File: src/bplpc_pkg.sv
// ----------------------------------------------------------------------------
// bplpc_pkg
// Shared types and constants of the button press and long-press classifier.
// ----------------------------------------------------------------------------
package bplpc_pkg;

  localparam int unsigned NumButtonsDefault = 8;
  localparam int unsigned MaskW             = 8;
  localparam int unsigned DeltaW            = 16;
  localparam int unsigned TimeW             = 32;
  localparam int unsigned LongW             = 16;
  localparam int unsigned IndexW            = 3;
  localparam int unsigned FlagsW            = 7;

  localparam logic [LongW-1:0] LongPressReset = LongW'(500);

  // flag bit positions
  localparam int unsigned FlagReleased     = 0;
  localparam int unsigned FlagPressed      = 1;
  localparam int unsigned FlagLong         = 2;
  localparam int unsigned FlagJustReleased = 3;
  localparam int unsigned FlagJustPressed  = 4;
  localparam int unsigned FlagJustLong     = 5;
  localparam int unsigned FlagRepeat       = 6;

  typedef struct packed {
    logic [MaskW-1:0]  pressed_mask;
    logic [MaskW-1:0]  repeat_mask;
    logic [DeltaW-1:0] frame_delta;
  } in_word_t;

  typedef struct packed {
    logic [IndexW-1:0] button_index;
    logic [FlagsW-1:0] button_flags;
    logic [TimeW-1:0]  held_time;
    logic              last_of_frame;
  } out_word_t;

  typedef struct packed {
    logic [FlagsW-1:0] flags;
    logic [TimeW-1:0]  held;
  } lane_res_t;

endpackage

File: src/bplpc_lane.sv
// ----------------------------------------------------------------------------
// bplpc_lane
// One button: press state, press start times and classification of the frame.
// ----------------------------------------------------------------------------
module bplpc_lane (
  input  logic                     clk_i,
  input  logic                     rst_ni,
  input  logic                     accept_i,
  input  logic                     pressed_i,
  input  logic                     repeat_i,
  input  logic [bplpc_pkg::TimeW-1:0] frame_time_i,
  input  logic [bplpc_pkg::TimeW-1:0] prior_frame_time_i,
  input  logic [bplpc_pkg::LongW-1:0] long_press_i,
  output bplpc_pkg::lane_res_t     res_o
);
  import bplpc_pkg::*;

  logic             held_now_q, held_before_q, rep_q;
  logic [TimeW-1:0] start_q, prior_start_q;
  logic [TimeW-1:0] now_dur, before_dur;
  logic             now_long, before_long;

  always_ff @(posedge clk_i or negedge rst_ni) begin
    if (!rst_ni) begin
      held_now_q    <= 1'b0;
      held_before_q <= 1'b0;
      rep_q         <= 1'b0;
      start_q       <= '0;
      prior_start_q <= '0;
    end else if (accept_i) begin
      held_before_q <= held_now_q;
      held_now_q    <= pressed_i;
      rep_q         <= repeat_i;
      prior_start_q <= start_q;
      if (pressed_i && !held_now_q) begin
        start_q <= frame_time_i;
      end
    end
  end

  assign now_dur     = frame_time_i - start_q;
  assign before_dur  = prior_frame_time_i - prior_start_q;
  assign now_long    = now_dur >= TimeW'(long_press_i);
  assign before_long = before_dur >= TimeW'(long_press_i);

  always_comb begin
    res_o = '0;
    if (held_now_q) begin
      res_o.flags[FlagPressed]     = 1'b1;
      res_o.flags[FlagJustPressed] = !held_before_q;
      res_o.flags[FlagRepeat]      = rep_q;
      res_o.flags[FlagLong]        = now_long;
      res_o.flags[FlagJustLong]    = now_long && !before_long;
      res_o.held                   = now_dur;
    end else begin
      res_o.flags[FlagReleased] = 1'b1;
      if (held_before_q) begin
        res_o.flags[FlagJustReleased] = 1'b1;
        res_o.flags[FlagLong]         = before_long;
        res_o.held                    = before_dur;
      end
    end
  end

endmodule

File: src/bplpc_drain.sv
// ----------------------------------------------------------------------------
// bplpc_drain
// Captures a frame's lane results, hands out one word a cycle unless stalled.
// ----------------------------------------------------------------------------
module bplpc_drain #(
  parameter int unsigned NumButtons = bplpc_pkg::NumButtonsDefault
) (
  input  logic                  clk_i,
  input  logic                  rst_ni,
  input  logic                  accept_i,
  output logic                  in_stall_o,
  input  bplpc_pkg::lane_res_t  lane_res_i [NumButtons],
  output logic                  out_valid_o,
  input  logic                  out_stall_i,
  output bplpc_pkg::out_word_t  out_word_o
);
  import bplpc_pkg::*;

  localparam int unsigned CntW = (NumButtons > 1) ? $clog2(NumButtons) : 1;
  localparam logic [CntW-1:0] LastCnt = CntW'(NumButtons - 1);

  lane_res_t       bank_q [NumButtons];
  logic [CntW-1:0] cnt_q;
  logic            bank_valid_q, eval_q;
  logic            last_taken, load_bank;
  logic [CntW+IndexW-1:0] idx_ext;

  assign last_taken = bank_valid_q && !out_stall_i && (cnt_q == LastCnt);
  assign load_bank  = eval_q && (!bank_valid_q || last_taken);
  assign in_stall_o = eval_q && !load_bank;

  always_ff @(posedge clk_i or negedge rst_ni) begin
    if (!rst_ni) begin
      eval_q       <= 1'b0;
      bank_valid_q <= 1'b0;
      cnt_q        <= '0;
    end else begin
      if (accept_i) begin
        eval_q <= 1'b1;
      end else if (load_bank) begin
        eval_q <= 1'b0;
      end
      if (load_bank) begin
        bank_valid_q <= 1'b1;
        cnt_q        <= '0;
      end else if (last_taken) begin
        bank_valid_q <= 1'b0;
      end else if (bank_valid_q && !out_stall_i) begin
        cnt_q <= cnt_q + CntW'(1);
      end
    end
  end

  always_ff @(posedge clk_i) begin
    if (load_bank) begin
      bank_q <= lane_res_i;
    end
  end

  assign idx_ext     = {{IndexW{1'b0}}, cnt_q};
  assign out_valid_o = bank_valid_q;

  always_comb begin
    out_word_o.button_index  = idx_ext[IndexW-1:0];
    out_word_o.button_flags  = bank_q[cnt_q].flags;
    out_word_o.held_time     = bank_q[cnt_q].held;
    out_word_o.last_of_frame = (cnt_q == LastCnt);
  end

endmodule

File: src/button_press_long_press_classifier.sv
// ----------------------------------------------------------------------------
// button_press_long_press_classifier
// Per-button press, release, repeat and long-press classification of frames.
// ----------------------------------------------------------------------------
//  port group      dir   handshake               word
//  in_*            in    in_valid_i / in_stall_o   masks and frame delta
//  out_*           out   out_valid_o / out_stall_i one button result
//  cfg_*           in    cfg_we_i                  long press threshold
//
//  one frame gives NumButtons words, one per cycle while out_stall_i is
//  low; the output bank drain sets that rate
//  a taken frame waits in the lanes while the bank drains, then loads into
//  the output bank, which makes its first word valid; while it waits the
//  input stalls until the last word of the bank goes out
//  reset clears all press state, frame time and the threshold to 500 ms
// ----------------------------------------------------------------------------
module button_press_long_press_classifier #(
  parameter int unsigned NumButtons = bplpc_pkg::NumButtonsDefault
) (
  input  logic                        clk_i,
  input  logic                        rst_ni,
  input  logic                        in_valid_i,
  output logic                        in_stall_o,
  input  bplpc_pkg::in_word_t         in_word_i,
  output logic                        out_valid_o,
  input  logic                        out_stall_i,
  output bplpc_pkg::out_word_t        out_word_o,
  input  logic                        cfg_we_i,
  input  logic [bplpc_pkg::LongW-1:0] cfg_data_i
);
  import bplpc_pkg::*;

  logic             accept;
  logic [TimeW-1:0] frame_time_q, prior_frame_time_q;
  logic [LongW-1:0] long_press_q;
  lane_res_t        lane_res [NumButtons];

  assign accept = in_valid_i && !in_stall_o;

  always_ff @(posedge clk_i or negedge rst_ni) begin
    if (!rst_ni) begin
      frame_time_q       <= '0;
      prior_frame_time_q <= '0;
      long_press_q       <= LongPressReset;
    end else begin
      if (cfg_we_i) begin
        long_press_q <= cfg_data_i;
      end
      if (accept) begin
        prior_frame_time_q <= frame_time_q;
        frame_time_q       <= frame_time_q + TimeW'(in_word_i.frame_delta);
      end
    end
  end

  for (genvar g = 0; g < NumButtons; g++) begin : g_lane
    logic pressed, rep;
    if (g < MaskW) begin : g_in
      assign pressed = in_word_i.pressed_mask[g];
      assign rep     = in_word_i.repeat_mask[g];
    end else begin : g_none
      assign pressed = 1'b0;
      assign rep     = 1'b0;
    end

    bplpc_lane u_lane (
      .clk_i              (clk_i),
      .rst_ni             (rst_ni),
      .accept_i           (accept),
      .pressed_i          (pressed),
      .repeat_i           (rep),
      .frame_time_i       (frame_time_q),
      .prior_frame_time_i (prior_frame_time_q),
      .long_press_i       (long_press_q),
      .res_o              (lane_res[g])
    );
  end

  bplpc_drain #(
    .NumButtons (NumButtons)
  ) u_drain (
    .clk_i       (clk_i),
    .rst_ni      (rst_ni),
    .accept_i    (accept),
    .in_stall_o  (in_stall_o),
    .lane_res_i  (lane_res),
    .out_valid_o (out_valid_o),
    .out_stall_i (out_stall_i),
    .out_word_o  (out_word_o)
  );

endmodule

File: config.mk
export PLATFORM = sky130hd
export DESIGN_NAME = button_press_long_press_classifier
export DESIGN_NICKNAME = d
export VERILOG_FILES = /design/src/bplpc_pkg.sv /design/src/bplpc_lane.sv /design/src/bplpc_drain.sv /design/src/button_press_long_press_classifier.sv
export SDC_FILE = /design/constraint.sdc
export NUM_CORES = 2
export LEC_CHECK = 0
export BUFFER_PORTS_ARGS = -buffer_cell sky130_fd_sc_hd__buf_2
export CAP_MARGIN = 20
export CORE_MARGIN = 3
export CORE_UTILIZATION = 50
export CTS_CLUSTER_SIZE = 14
export DETAILED_ROUTE_END_ITERATION = 12
export HOLD_SLACK_MARGIN = 0.05
export PLACE_DENSITY = 0.67
export SKIP_LAST_GASP = 1
export SLEW_MARGIN = 20
export SYNTH_ARGS = -nofsm -noshare
export SYNTH_HDL_FRONTEND = slang
export SYNTH_HIERARCHICAL = 1
export SYNTH_SLANG_ARGS = --single-unit
File: constraint.sdc
create_clock -name clk_i -period 23.9 [get_ports clk_i]
set_input_delay 4.78 -clock clk_i [delete_from_list [all_inputs] [get_ports clk_i]]
set_output_delay 4.78 -clock clk_i [all_outputs]
set_load 0.05 [all_outputs]
# == Word level (Yosys, flattened, before mapping) ==
# Cells that the tools add are included.
# W data, S select, Z words.
# classes
addsub,18
multipliers,0
div,0
n_lt_le_gt_ge,17
eq_ne,2
shifts,0
mux,58
n_bitwise,1
reduce_logical,62
# op_table
operator,n
$ge A32 B16 Y1,16
$mux W32,16
$sub A32 B32 Y32,16
$bmux W39 S3,1
$mux W39,2
$add A32 B16 Y32,1
$logic_not A1 Y1,28
$mux W1,28
$logic_and A1 B1 Y1,21
$reduce_and A2 Y1,9
$mux W2,8
$mux W3,3
$reduce_bool A2 Y1,3
$ge A4 B4 Y1 const B,1
$not A3 Y4,1
$add A3 B1 Y3 const B,1
$eq A3 B3 Y1 const B,1
$ne A2 B2 Y1 const B,1
$logic_or A1 B1 Y1,1
# totals
register_bits,933
latchBits,0
ramBits,0
mem_bits_ro,0
input_bits,53
out_inout_bits,45
word_cells,236
mem_count,0

# == Depth between registers and ports, before layout ==
# logic_depth
word_depth,10
depth_mapped,23
ltp_nobuf,23

# == Hierarchy ==
# The synthesis kept the hierarchy.
# modules_own_cells
mod,n_inst,cells_each,area_each_um2,seq_area_each_um2
bplpc_lane (g_lane[0].u_lane ...),4,844,7035.5,1676.6
bplpc_lane (g_lane[6].u_lane ...),2,927,7483.4,1676.6
bplpc_drain,1,476,12265.5,9494.1
bplpc_lane (g_lane[1].u_lane),1,931,7417.1,1676.6
bplpc_lane (g_lane[2].u_lane),1,841,6996.7,1676.6
button_press_long_press_classifier,1,406,3978.8,2009.4

# == Least setup slack after synthesis ==
# No wires, ideal clock.
# synth_path
path_kind,in2reg
start,input out_stall_i
end,"register u_drain/bank_q[0] (netlist bit), enable pin"
setup_time_ns,0.712
t_arrival_ns,12.185
required_ns,23.188
path_slack_ns,11.002
path_stages,2
n_path_buf,0
cell_sequence,o21ai_0 -> and2_1
# synth_via
elab_chain_len,5
# synth_lines
item,line,text
from (decl),button_press_long_press_classifier.sv:26,"input logic out_stall_i,"
$logic_not A1 Y1,bplpc_drain.sv:28,assign last_taken = bank_valid_q && !out_stall_i && (cnt_q == LastCnt);
$logic_and A1 B1 Y1 (2 in a row),bplpc_drain.sv:28,
$logic_or A1 B1 Y1,bplpc_drain.sv:29,assign load_bank = eval_q && (!bank_valid_q || last_taken);
$logic_and A1 B1 Y1,bplpc_drain.sv:29,
named net u_drain.load_bank,bplpc_drain.sv:25,"logic last_taken, load_bank;"
to (signal assigned),bplpc_drain.sv:56,bank_q <= lane_res_i;
to (decl),bplpc_drain.sv:22,lane_res_t bank_q [NumButtons];
# The timed path passes the listed nets, and every way through them passes these cells.
# A chain may end at the register's enable or synchronous reset.

# == Worst setup path in the final report ==
# layout_path
start,input out_stall_i
end,output in_stall_o
# layout_via
elab_chain_len,7
# layout_lines
item,line,text
$logic_not A1 Y1,bplpc_drain.sv:28,
$logic_and A1 B1 Y1 (2 in a row),bplpc_drain.sv:28,
$logic_or A1 B1 Y1,bplpc_drain.sv:29,
$logic_and A1 B1 Y1,bplpc_drain.sv:29,
$logic_not A1 Y1,bplpc_drain.sv:30,assign in_stall_o = eval_q && !load_bank;
$logic_and A1 B1 Y1,bplpc_drain.sv:30,
to (decl),button_press_long_press_classifier.sv:23,"output logic in_stall_o,"
# No other way between the ends.

==> run_results.csv <==
group,metric,value,unit
sta,final-hold-violation-count,0,
routing,drc,0,
routing,totalWireLength,267,mm
sta,hold_ws,0.484,ns
global_route,track_usage,34.2,%
finish,final_nets,8742,
clock_tree,clock_path_buffers,3,
floorplanning,initial_core_util,50.5,%
global_route,met3_usage,6.90,%
worst_setup_path,crit_family,"compound AO/OA/AOI/OAI gates",
routing,viasPerCell,6.39,
sta,rsz0062_at_grt,"false",
worst_setup_path,path_max_fanout,6,
worst_setup_path,worst_setup_path_start_kind,"input pin",
worst_setup_path,crit_slowest_cell,"o21ai_0",
place,gp_congestion,1.01,
sta,fin_worst_skew,0.0338,ns
logic_synthesis,yosys_warnings,6,
routing,num_vias,63400,
logic_synthesis,synth_cells,7884,
logic_synthesis,ys_seq_elements,933,
routing,antenna_left,0,
logic_synthesis,synth_ff_type,"dfrtp_1",
clock_tree,cts_resized,0,
sta,finalCritPeriodShare,43.7,%
finish,fill_cells,13200,
logic_synthesis,ys_top_cells_by_area,"dfrtp_1 21%, ha_1 13%, edfxtp_1 13%",
run_status,status,"finished clean",
clock_tree,cts_tree,"built",
worst_setup_path,critPathCaptureType,"output port",
logic_synthesis,avgSynthCellArea,9.36,sq um
worst_setup_path,startpoint,"out_stall_i",
worst_setup_path,reg2reg_from,"frame_time_q[3]",
floorplanning,die_w,390,microns
worst_setup_path,worstSetupEndpoint,"in_stall_o",
global_route,grt_pass1_wl,388,mm
worst_setup_path,path_class,"input pin to output port",
floorplanning,io_pins,98,
sta,min_period,10.45,ns
place,place_hpwl,212,mm
worst_setup_path,cp.buffers_inverters,2,
logic_synthesis,yosysTopAreaCellShare,20.9,%
clock_tree,cts.sinks,933,
sta,max_freq,95.7,MHz
routing,routedWlPerCell,26.9,microns
worst_setup_path,crit_path_max_incr_delay,0.38,ns
routing,dr.pass1.iters,6,
place,dpl_cell_area,0.0761,sq mm
finish,drive_gt1_share,11.2,%
worst_setup_path,arrival,5.67,ns
global_route,grt_pass1_vias,57100,
floorplanning,die_h,390,microns
worst_setup_path,reg2reg_depth,17,
sta,layout_setup_ws,13.45,ns
sta,setup_tns,0,ns
logic_synthesis,yosysTopAreaCell,"dfrtp_1",
global_route,grt_overflow,0,
global_route,antenna_found_initial,13,
floorplanning,coreArea,0.146,sq mm
finish,finalInstanceArea,0.0800,sq mm
worst_setup_path,cpMostUsedCell,"buf_2",
clock_tree,cts.clk_slew.worst_paths,0.06,ns
sta,setup_viol,0,
routing,drt_iter0_drc,7803,
clock_tree,insertion_delay,0.75,ns
worst_setup_path,critPathRequiredTime,19.12,ns
logic_synthesis,syn_area,0.0738,sq mm
worst_setup_path,r2r_setup_slack,17.26,ns
finish,area_growth,8.51,%
run,drv_cap,0,
logic_synthesis,ys_seq_area_share,33.8,%
worst_hold_path,hold_path.class,"register to register",
logic_synthesis,async_reset_ff_share,66.6,%
global_route,grt_max_degree,155,
sta,slew_viol_final,0,
clock_tree,cts_made_buffers,112,
floorplanning,rows,140,
sta,relSlewSlack,8.77,%
clock_tree,postCtsSetupBuffers,0,
logic_synthesis,yosys-top-cells-count,"845 x nand2_1, 770 x ha_1, 744 x inv_1, 615 x dfrtp_1, 581 x o21ai_0",
place,portBuffers,97,
logic_synthesis,synth_edf_count,312,
clock_tree,ctsHoldBuffers,0,
logic_synthesis,synth_fp_nets,8724,
global_route,top_usage_layer,"met1",
clock_tree,cts_root_buf,"clkbuf_16",
worst_setup_path,crit_chain,"buf_2, o21ai_0, nor2_1, buf_2",
logic_synthesis,yosysMostFrequentCell,"nand2_1",
clock_tree,h-tree-depth,3,
place,pre_cts_ws,13.49,ns
logic_synthesis,yosysUniqueCellTypes,112,
worst_setup_path,critical_path_depth,4,
worst_setup_path,r2r_end,"u_drain/bank_q[229]",
global_route,use_met1,53.9,%
global_route,grt_util_met2,47.5,%
sta,tightest_slew,1.37,ns
floorplanning,die-area,0.152,sq mm
## cell type report
type | instances | area [sq um] | share of cell area, %
clock inverters | 58 | 673 | 0.841
inverters | 755 | 2840 | 3.55
flip-flops and latches | 933 | 24900 | 31.1
clock buffers | 155 | 3200 | 4.00
diodes | 6 | 15.0 | 0.0188
multi-input cells | 5904 | 44600 | 55.8
well taps | 1917 | 2400 | 3.00
repair buffers | 196 | 1350 | 1.69
## worst register-to-register path, delay by kind of cell (launching register included)
kind            cells  cell delay, ns
simple gates        8            2.83
xor+xnor            1            0.20
compound gates      6            1.84
flops               1            0.81
fa+ha+maj           2            0.68
## registers in the layout (all words and copies together) (netlist names)
| name | flops |
|---|---|
| g_lane.u_lane/prior_start_q | 256 |
| frame_time_q | 32 |
| long_press_q | 16 |
| u_drain/bank_q | 312 |
| g_lane.u_lane/start_q | 256 |
| g_lane.u_lane/held_before_q | 8 |
| u_drain/cnt_q | 3 |
| prior_frame_time_q | 32 |
| g_lane.u_lane/rep_q | 8 |
| g_lane.u_lane/held_now_q | 8 |
| u_drain/out_valid_o | 1 |
| u_drain/eval_q | 1 |
## logic make-up after synthesis
group	Yosys count	synth area share, %
fa+ha+maj	787	13.5
flops	933	33.8
buf+inv	1047	5.83
mux	429	8.12
simple gates	1925	12.5
compound gates	2292	20.6
xor+xnor	471	5.59
## metal layers
metal / part of all wire (%) / vias up / wire length, microns
met2: 40 / 3066 / 107000
met4: 2.7 / 6 / 7260
met3: 10 / 337 / 26900
li1: - / 28900 / -
met1: 47 / 31000 / 126000
met5: 0.015 / - / 40
## how the worst min path moves through the flow
stage	cells past startpoint	to	start	slack, ns
finish	2	g_lane[1].u_lane/prior_start_q[25]	g_lane[1].u_lane/start_q[25]	0.48
floorplan	2	g_lane[0].u_lane/prior_start_q[10]	g_lane[0].u_lane/start_q[10]	0.47
detailed placement	2	g_lane[7].u_lane/prior_start_q[17]	g_lane[7].u_lane/start_q[17]	0.48
global route	2	g_lane[1].u_lane/prior_start_q[25]	g_lane[1].u_lane/start_q[25]	0.51
global placement	2	g_lane[2].u_lane/prior_start_q[6]	g_lane[2].u_lane/start_q[6]	0.48
CTS	2	g_lane[1].u_lane/prior_start_q[25]	g_lane[1].u_lane/start_q[25]	0.49
## placed cells by master, fill, tap and decap left out, types with 28 or more instances in the layout
| master | Yosys | final |
|---|---|---|
| nand2_1 | 845 | 845 |
| ha_1 | 770 | 770 |
| inv_1 | 744 | 743 |
| dfrtp_1 | 615 | 611 |
| o21ai_0 | 581 | 581 |
| a21oi_1 | 563 | 563 |
| mux2_2 | 343 | 343 |
| nor2_1 | 316 | 316 |
| edfxtp_1 | 312 | 312 |
| xnor2_1 | 290 | 290 |
| a21o_1 | 211 | 211 |
| a22o_1 | 199 | 199 |
| xor2_1 | 181 | 181 |
| nand4_1 | 137 | 137 |
| clkbuf_16 | 0 | 116 |
| nand3_1 | 112 | 104 |
| buf_2 | 18 | 96 |
| buf_4 | 11 | 90 |
| o21a_1 | 85 | 85 |
| mux4_1 | 78 | 78 |
| a211oi_1 | 79 | 77 |
| nor3_1 | 78 | 76 |
| nand2b_1 | 75 | 74 |
| a31oi_1 | 71 | 71 |
| o211ai_1 | 65 | 65 |
| o31ai_1 | 56 | 55 |
| and3_1 | 52 | 52 |
| nor2b_1 | 51 | 51 |
| o21bai_1 | 44 | 44 |
| and2_1 | 43 | 42 |
| nor4_1 | 38 | 38 |
| nand3b_1 | 28 | 28 |
## metrics by stage
step | instances | util (%)
CTS | 9915 | 54.7
floorplan | 7884 | -
detailed placement | 9702 | 52.1
global placement | 9699 | 52.0
finish | 9924 | 54.8
global route | 9918 | 54.8
Power is not shown: default switching activity piles up to over one toggle a cycle in this logic, so the estimate is an artifact.
